$ cat src/gae_pkg.sv
`timescale 1ns / 1ps
// ----------------------------------------------------------------------------
// gae_pkg: shared types, constants and helpers of the return engine
// Payload structs, register map, storage entry and saturation helpers.
// ----------------------------------------------------------------------------
package gae_pkg;

   // Sizing
   localparam int MAX_STEPS_DEF = 64;
   localparam int STEP_W        = 6;
   localparam int CSR_ADDR_W    = 4;
   localparam int CSR_DATA_W    = 32;
   localparam int RATE_W        = 17;

   // Register indexes (byte address = 4 * index)
   localparam logic [1:0] CSR_USE_GAE    = 2'd0;
   localparam logic [1:0] CSR_DISCOUNT   = 2'd1;
   localparam logic [1:0] CSR_GAE_LAMBDA = 2'd2;

   // Register reset values
   localparam logic              USE_GAE_RST    = 1'b1;
   localparam logic [RATE_W-1:0] DISCOUNT_RST   = 17'd65208;
   localparam logic [RATE_W-1:0] GAE_LAMBDA_RST = 17'd62259;
   localparam logic [RATE_W-1:0] RATE_ONE       = 17'd65536;

   typedef struct packed {
      logic signed [31:0] reward;
      logic signed [31:0] value_estimate;
      logic               continue_mask;
      logic signed [31:0] bootstrap_value;
      logic               last_step;
   } req_type;

   typedef struct packed {
      logic signed [31:0] return_value;
      logic [STEP_W-1:0]  step_index;
      logic               saturated;
      logic               last_result;
   } rsp_type;

   // One stored rollout step
   typedef struct packed {
      logic               mask;
      logic signed [31:0] value;
      logic signed [31:0] reward;
   } step_entry_type;

   typedef struct packed {
      logic              use_gae;
      logic [RATE_W-1:0] discount;
      logic [RATE_W-1:0] gae_lambda;
   } csr_type;

   // Controller -> datapath
   typedef struct packed {
      logic accept;    // input beat taken
      logic start;     // last step: set up the sweep
      logic mul_en;    // register products
      logic acc_en;    // update running accumulator
      logic out_load;  // load result register, step down
   } cmd_type;

   // Datapath -> controller
   typedef struct packed {
      logic t_zero;
      logic out_full;
   } status_type;

   typedef enum logic [1:0] {
      ST_IDLE,
      ST_READ,
      ST_ACC,
      ST_OUT
   } state_type;

   // Rates above 1.0 count as 1.0
   function automatic logic [RATE_W-1:0] clamp_rate(input logic [RATE_W-1:0] r);
      return (r > RATE_ONE) ? RATE_ONE : r;
   endfunction

   // Saturate a 37-bit sum to 32 bits; MSB of the result is the clip flag
   function automatic logic [32:0] sat32(input logic signed [36:0] x);
      logic clip;
      logic [31:0] val;
      clip = !((&x[36:31]) || !(|x[36:31]));
      if (!clip) begin
         val = x[31:0];
      end else if (x[36]) begin
         val = 32'h8000_0000;
      end else begin
         val = 32'h7FFF_FFFF;
      end
      return {clip, val};
   endfunction

endpackage

$ cat src/gae_ctrl.sv
`timescale 1ns / 1ps
// ----------------------------------------------------------------------------
// gae_ctrl: sequencer of the return engine
// Takes input beats while idle, then walks the backward sweep one step at a
// time: read/multiply, accumulate, hand out the result.
// ----------------------------------------------------------------------------
module gae_ctrl
   import gae_pkg::*;
(
   input  logic       clock,
   input  logic       reset,
   input  logic       req_valid,
   input  logic       req_last,
   output logic       req_stall,
   input  logic       rsp_stall,
   input  status_type status,
   output cmd_type    cmd
);

   state_type state_ff;
   state_type state_in;

   // State register
   always_ff @(posedge clock) begin
      if (reset) begin
         state_ff <= ST_IDLE;
      end else begin
         state_ff <= state_in;
      end
   end

   // Next state and commands
   always_comb begin
      state_in  = state_ff;
      cmd       = '0;
      req_stall = 1'b1;
      case (state_ff)
         ST_IDLE: begin
            req_stall = 1'b0;
            if (req_valid) begin
               cmd.accept = 1'b1;
               if (req_last) begin
                  cmd.start = 1'b1;
                  state_in  = ST_READ;
               end
            end
         end
         ST_READ: begin
            cmd.mul_en = 1'b1;
            state_in   = ST_ACC;
         end
         ST_ACC: begin
            cmd.acc_en = 1'b1;
            state_in   = ST_OUT;
         end
         ST_OUT: begin
            // wait for room in the result register
            if (!status.out_full || !rsp_stall) begin
               cmd.out_load = 1'b1;
               state_in     = status.t_zero ? ST_IDLE : ST_READ;
            end
         end
         default: begin
            state_in = ST_IDLE;
         end
      endcase
   end

endmodule

$ cat config.mk
export PLATFORM = sky130hd
export DESIGN_NAME = gae_ctrl
export DESIGN_NICKNAME = d
export VERILOG_FILES = /design/src/gae_pkg.sv /design/src/gae_ctrl.sv
export SDC_FILE = /design/constraint.sdc
export NUM_CORES = 1
export LEC_CHECK = 0
export BUFFER_PORTS_ARGS = -buffer_cell sky130_fd_sc_hd__clkbuf_2
export CAP_MARGIN = 20
export CORE_AREA = 2 2 39 41
export CTS_CLUSTER_SIZE = 10
export DETAILED_ROUTE_END_ITERATION = 8
export DIE_AREA = 0 0 41 43
export GPL_TIMING_DRIVEN = 1
export HOLD_SLACK_MARGIN = 0.06
export PLACE_DENSITY = 0.43
export SLEW_MARGIN = 10
export SYNTH_ARGS = -nofsm -noshare
export SYNTH_HDL_FRONTEND = slang
export SYNTH_SLANG_ARGS = --single-unit
$ cat constraint.sdc
create_clock -name clock -period 1.2 [get_ports clock]
set_input_delay 0.12 -clock clock [delete_from_list [all_inputs] [get_ports clock]]
set_output_delay 0.12 -clock clock [all_outputs]
set_load 0.02 [all_outputs]
==> metrics.log, run 1 <==
[metrics] Power Dens Cells: 2490 mW/mm²
[metrics] crit end category: output pin
[metrics] Final #Nets: 61
[metrics] CP Max Fanout: 3
[metrics] class of the tightest hold or removal check: in2reg
[metrics] ANT nets after route: 0
[metrics] net switching power: 520 µW
[metrics] static power due to leakage: 0.000230 µW
[metrics] total overflow reported by the global router: 0
[metrics] Avg Cell Area, Syn: 8.86 µm²
[metrics] fraction of the yosys area taken by sequential cells: 18.8%
[metrics] number of top-level design ports: 13
[metrics] hpwl dp: 419 µm
[metrics] clock latency reported for the late side of the worst-skew pair: 0.23 ns
[metrics] PortBufs: 12
[metrics] number of antenna violations at the first check in global routing: 0
[metrics] Filler cells: 142
[metrics] largest reg by FF count: state_ff
[metrics] area added between synthesis and finish: 142%
[metrics] worst hold path startpoint: reset
[metrics] Post-DP Area: 348 µm²
[metrics] commonest cells after routing, fill and taps aside: 6 x sky130_fd_sc_hd__clkbuf_2, 6 x sky130_fd_sc_hd__buf_4, 5 x sky130_fd_sc_hd__buf_6
[metrics] portion of total power attributed to combinational logic: 74.7%
[metrics] post-route minimum period: 1.22 ns
[metrics] capturing instance or port of the critical path: cmd[0]
[metrics] global placement routability congestion: 0.603
[metrics] Warnings, synthesis: 0
[metrics] Core Rows: 14
[metrics] average wire length per cell after detail routing: 9.33 µm
[metrics] Remaining DRCs: 0
[metrics] height of the die: 43 µm
[metrics] fin crit share: 102%
[metrics] Post-Syn Instances: 24
[metrics] largest buffer count on any clock path: 2
[metrics] setup violators final: 1
[metrics] Worst Slack Setup Final: -0.0204 ns
[metrics] Worst-Margin Slew: 0.319 ns
[metrics] data arrival time of the critical path: 1.10 ns
[metrics] Post-Synth Adder-Cell Area: 29.4%
[metrics] R2R setup slack: 0 ns
[metrics] first-pass GRT wire length: 890 µm
[metrics] dominant combinational cell family by area after synthesis: adder cells
[metrics] Die Outline Area: 0.00176 mm²
[metrics] Clock H-tree levels: 1
[metrics] Reg2Reg Depth: 5
[metrics] XOR/XNOR Fraction of Synth Area: 0%
[metrics] area fraction in compound gates after synthesis: 20.6%
[metrics] Avg Vias per Cell: 3.90
[metrics] Hold Violations, Final: 0
[metrics] wirelength, routed: 588 µm
[metrics] timing-limited maximum frequency: 0.819 GHz
[metrics] Worst Clk Skew: 0.00512 ns
[metrics] initial drt markers: 0
[metrics] Synth Register Bits: 2
[metrics] maximum ir drop on the vdd rail: 0.000909 V
[metrics] post-synthesis instance area: 213 µm²
[metrics] start point of the critical path: state_ff[0]
[metrics] fraction of final layout cells with drive strength greater than 1: 83.0%
[metrics] area fraction in and, or, nand and nor cells after synthesis: 19.4%
[metrics] violated checks: setup timing
[metrics] endpoint of the lowest-slack register-to-register path: state_ff[0]
[metrics] pin count of the biggest net entering global routing: 5
[metrics] first drt pass iteration count: 1
[metrics] share of synthesized area spent on multiplexers: 4.71%
[metrics] result of the run: finished with violations
[metrics] Internal Power: 764 µW
[metrics] kind of start point of the critical path: flop
[metrics] number of CTS-inserted buffers: 3
[metrics] total non-filler cell area in the finished layout: 515 µm²
[metrics] start of the worst register-to-register path: state_ff[0]
[metrics] total count of max-transition violations in the final report: 0
[metrics] post-synth cell types: 14
[metrics] via count: 246
[metrics] vias in the first global route: 241
[metrics] root buf cell: sky130_fd_sc_hd__clkbuf_4
[metrics] fin cells: 63
[metrics] DIE WIDTH: 41 µm
[metrics] switching part of the total: 40.5%
[metrics] part of the total power dissipated in the clock network: 11.5%
[metrics] registers with the highest flip-flop counts: state_ff (2)
[metrics] number of antenna diodes: 0
[metrics] Clock Pin Slew Worst Setup and Hold Paths: 0.03 ns
[metrics] setup repair after global routing missed its margin: true
[metrics] Max-Cap Viols: 0
[metrics] clock tree from TritonCTS: built
[metrics] starting density of the core: 15.4%
[metrics] Synthesized Nets: 36
[metrics] combined global-route utilization of all metal layers: 8.22%
[metrics] critical path type: reg2out
[metrics] worst rel slew slack: 78.6%
[metrics] clk sink count: 2
[metrics] Cell Count Post-Placement: 59
[metrics] Largest register FFs: 2
[metrics] Placeable Area: 0.00138 mm²
[metrics] CP required: 1.08 ns
[metrics] part of the power in registers: 13.7%
-- power by group through the flow --
stage	Combinational [µW]	Clock [µW]	Sequential, µW
6_report	960	148	177
5_1_grt	1060	179	183
4_1_cts	813	161	173
3_5_place_dp	646	0	128
3_3_place_gp	653	0	129
2_1_floorplan	389	0	125
-- worst min path at each step --
stage	to	depth (start not counted)
floorplan	state_ff[0]	1
global placement	state_ff[0]	2
detailed placement	state_ff[0]	2
CTS	state_ff[0]	2
global route	state_ff[0]	2
finish	state_ff[0]	2
-- kinds of logic after synthesis --
kind of cell               count (synthesis)
adders and majority gates                  5
muxes                                      1
buffers and inverters                      4
and+or+nand+nor                            7
AOI/OAI and AO/OA                          5
DFF                                        2
-- per-stage QoR --
| stage | setup TNS, ns | hold slack (ns) | power [µW] | util, % | setup slack [ns] |
|---|---|---|---|---|---|
| 6_report | -0.0204 | 0.0720 | 1280 | 37.3 | -0.0204 |
| 5_1_grt | -0.255 | 0.0664 | 1420 | 37.3 | -0.0877 |
| 4_1_cts | -0.138 | 0.0613 | 1150 | 33.5 | -0.0619 |
| 3_5_place_dp | -0.0952 | 0.318 | 774 | 25.1 | -0.0498 |
| 3_3_place_gp | -0.127 | 0.316 | 782 | 25.1 | -0.0675 |
| 2_1_floorplan | -0.00355 | 0.186 | 515 | - | -0.00355 |
-- synthesized netlist by cell type --
master	instances	area [µm²]
sky130_fd_sc_hd__inv_1	4	15.0
sky130_fd_sc_hd__and2_1	1	6.26
sky130_fd_sc_hd__nand2_1	1	3.75
sky130_fd_sc_hd__ha_1	5	62.6
sky130_fd_sc_hd__a21boi_0	1	7.51
sky130_fd_sc_hd__mux2i_1	1	10.0
sky130_fd_sc_hd__nand2b_1	2	12.5
sky130_fd_sc_hd__a21oi_1	1	5.00
sky130_fd_sc_hd__a211oi_1	1	7.51
sky130_fd_sc_hd__and3_4	1	11.3
sky130_fd_sc_hd__nor2_1	2	7.51
sky130_fd_sc_hd__dfxtp_1	2	40.0
sky130_fd_sc_hd__a221oi_2	1	15.0
sky130_fd_sc_hd__a211o_1	1	8.76
-- layout make-up --
| type | count | area [µm²] | area share [%] |
|---|---|---|---|
| Timing Repair Buffer | 20 | 175 | 34.0 |
| Clock buffer | 3 | 22.5 | 4.37 |
| Sequential cell | 2 | 47.5 | 9.22 |
| Multi-Input combinational cell | 18 | 230 | 44.7 |
| Tap cell | 16 | 20.0 | 3.88 |
| Inverter | 4 | 20.0 | 3.88 |
-- metal layers --
layer | wire length, µm | track usage, % | vias to the layer above
met5 | 0 | 0 | -
met4 | 0 | 6.00 | 0
met3 | 41 | 6.28 | 0
met2 | 307 | 11.6 | 12
met1 | 239 | 7.67 | 105
li1 | - | - | 129
-- repair_timing --
action / in CTS / in global routing
gates resized for setup: 24 / 18
buffers inserted: 1 / 0
endpoints found under the setup margin: 8 / 8
hold buffers: 0 / 0
pin swaps: 2 / 4
-- critical path, stage by stage, from the launching register on --
cell,delay [ns]
sky130_fd_sc_hd__dfxtp_4,0.37
sky130_fd_sc_hd__ha_4,0.14
sky130_fd_sc_hd__buf_6,0.08
sky130_fd_sc_hd__a21boi_4,0.16
sky130_fd_sc_hd__buf_8,0.12
Note: power is estimated with default switching activity, not from simulation.
==> run 2, diff against run 1 <==
PLACE_DENSITY = not set   (was 0.43)
==> run 2 against run 1 <==
Compared with the run above:
- the run still ends with setup timing left
- global-route usage grew 0.092 points
- sequential share of layout area grew 0.67 points
- register-to-register slack lost 0.03 ns
- die area is the same
- critical endpoint unchanged
- largest cell class unchanged
- highest routed layer is now met4
==> metrics.log, run 2 (synthesized netlist as in run 1, its figures left out) <==
[metrics] result of the run: finished with violations
[metrics] violated checks: setup timing
[metrics] post-route minimum period: 1.24 ns
[metrics] Worst-Margin Slew: 0.282 ns
[metrics] setup violators final: 2
[metrics] vias in the first global route: 243
[metrics] worst-case hold slack: 0.0778 ns
[metrics] kind of start point of the critical path: flop
[metrics] global placement routability congestion: 0.616
[metrics] crit end category: output pin
[metrics] total overflow reported by the global router: 0
[metrics] ANT nets after route: 0
[metrics] fraction of final layout cells with drive strength greater than 1: 80.0%
[metrics] number of CTS-inserted buffers: 3
[metrics] Final #Nets: 59
[metrics] Power Dens Cells: 2490 mW/mm²
[metrics] number of antenna diodes: 0
[metrics] commonest non-fill, non-tap cell in the layout: sky130_fd_sc_hd__clkbuf_2
[metrics] first drt pass iteration count: 1
[metrics] PortBufs: 12
[metrics] registers with the highest flip-flop counts: state_ff (2)
[metrics] CP Max Fanout: 4
[metrics] Remaining DRCs: 0
[metrics] portion of total power attributed to combinational logic: 72.5%
[metrics] first-pass GRT wire length: 910 µm
[metrics] maximum ir drop on the vdd rail: 0.000648 V
[metrics] part of the total power dissipated in the clock network: 12.6%
[metrics] critical path type: reg2out
[metrics] logic depth of the worst setup path including buffers: 4
[metrics] class of the tightest hold or removal check: in2reg
[metrics] largest reg by FF count: state_ff
[metrics] height of the die: 43 µm
[metrics] hpwl dp: 435 µm
[metrics] Die Outline Area: 0.00176 mm²
[metrics] number of antenna violations at the first check in global routing: 0
[metrics] list of cells traversed by the critical path: ha_4 > buf_6 > a21boi_4 > buf_8
[metrics] Reg2Reg Depth: 4
[metrics] Filler cells: 145
[metrics] Clock H-tree levels: 1
[metrics] data arrival time of the critical path: 1.12 ns
[metrics] number of top-level design ports: 13
[metrics] critical path's top delay family: flip-flops
[metrics] Internal Power: 700 µW
[metrics] Hold Violations, Final: 0
[metrics] largest buffer count on any clock path: 2
[metrics] Largest register FFs: 2
[metrics] root buf cell: sky130_fd_sc_hd__clkbuf_4
[metrics] total count of max-transition violations in the final report: 0
[metrics] number of instances on the worst hold path: 2
[metrics] Worst Slack Setup Final: -0.0397 ns
[metrics] Placement Setup Slack: -0.0764 ns
[metrics] area added between synthesis and finish: 126%
[metrics] initial drt markers: 0
[metrics] fin crit share: 103%
[metrics] clk sink count: 2
[metrics] Core Rows: 14
[metrics] worst rel slew slack: 81.1%
[metrics] setup repair after global routing missed its margin: true
[metrics] standard cell with the maximum stage delay on the critical path: sky130_fd_sc_hd__dfxtp_4
[metrics] Placeable Area: 0.00138 mm²
[metrics] commonest cells after routing, fill and taps aside: 6 x sky130_fd_sc_hd__clkbuf_2, 4 x sky130_fd_sc_hd__buf_6, 4 x sky130_fd_sc_hd__buf_4
[metrics] CP required: 1.08 ns
[metrics] hold-fix buffer count after cts: 0
[metrics] Avg Vias per Cell: 4.08
[metrics] pin count of the biggest net entering global routing: 5
[metrics] switching part of the total: 41.4%
[metrics] part of the power in registers: 14.9%
[metrics] net switching power: 495 µW
[metrics] Max-Cap Viols: 0
[metrics] combined global-route utilization of all metal layers: 8.31%
[metrics] starting density of the core: 15.4%
[metrics] Crit path buffers/inverters: 2
[metrics] timing-limited maximum frequency: 0.807 GHz
[metrics] Clock Pin Slew Worst Setup and Hold Paths: 0.03 ns
[metrics] average wire length per cell after detail routing: 9.16 µm
[metrics] Worst Clk Skew: 0.000679 ns
[metrics] DIE WIDTH: 41 µm
[metrics] clock tree from TritonCTS: built
[metrics] clock latency reported for the late side of the worst-skew pair: 0.23 ns
[metrics] static power due to leakage: 0.000217 µW
[metrics] wirelength, routed: 559 µm
[metrics] via count: 249
[metrics] stage delay of the slowest cell on the critical path: 0.37 ns
==> run 2: changes by cell type in the layout (fill, tap and decap cells not counted), sizes merged <==
cell,change
buf,-3
clkbuf,+1
==> run 2: metrics by stage <==
stage	cells	power (µW)	TNS, ns	util, %	instance area, µm²
5_1_grt	61	1300	-0.302	34.7	480
4_1_cts	60	1050	-0.189	31.6	437
6_report	61	1190	-0.0723	34.7	480
3_3_place_gp	56	707	-0.0544	23.5	325
2_1_floorplan	24	515	-0.00355	-	215
3_5_place_dp	56	712	-0.117	23.5	325
==> run 2: what timing repair did <==
action | in CTS | in global routing
gates resized for setup | 22 | 15
buffers inserted | 1 | 1
setup endpoints to repair | 8 | 8
pin swaps | 1 | 3
==> run 2: power groups by stage <==
stage	combinational (µW)	clock [µW]	sequential (µW)
after detailed placement	584	0	128
after CTS	725	156	173
final	866	150	179
after global routing	957	157	190
after global placement	578	0	129
after floorplan	389	0	125
==> run 2: area by class of cell <==
type	count	area, µm²	area share, %
multi-input combinational	18	218	45.3
timing repair buffer	18	153	31.8
sequential	2	47.5	9.90
clock buffer	3	22.5	4.69
inverter	4	20.0	4.17
tap	16	20.0	4.17
==> run 2: routing by layer <==
| metal | GRT usage (%) | part of all wire [%] | wire length [µm] | vias up |
|---|---|---|---|---|
| met1 | 7.64 | 36 | 199 | 112 |
| met5 | 0 | 0 | 0 | - |
| met2 | 11.9 | 53 | 298 | 11 |
| met3 | 4.71 | 8.1 | 45 | 2 |
| li1 | - | - | - | 124 |
| met4 | 8.00 | 2.5 | 14 | 0 |
==> run 2: worst register-to-register path, delay by kind of cell, from the launching register on <==
family                     cells  cell delay [ns]
and+or+nand+nor                1             0.15
AOI/OAI and AO/OA              2             0.47
DFF                            1             0.36
adders and majority gates      1             0.16
==> run 2: path summary, 6_finish.rpt <==
path                             startpoint           to  slack (ns)
worst min-delay path                  reset  state_ff[0]        0.08
worst max-delay path            state_ff[1]       cmd[0]       -0.04
worst min register to register  state_ff[0]  state_ff[0]        0.62
worst max register to register  state_ff[1]  state_ff[0]       -0.03
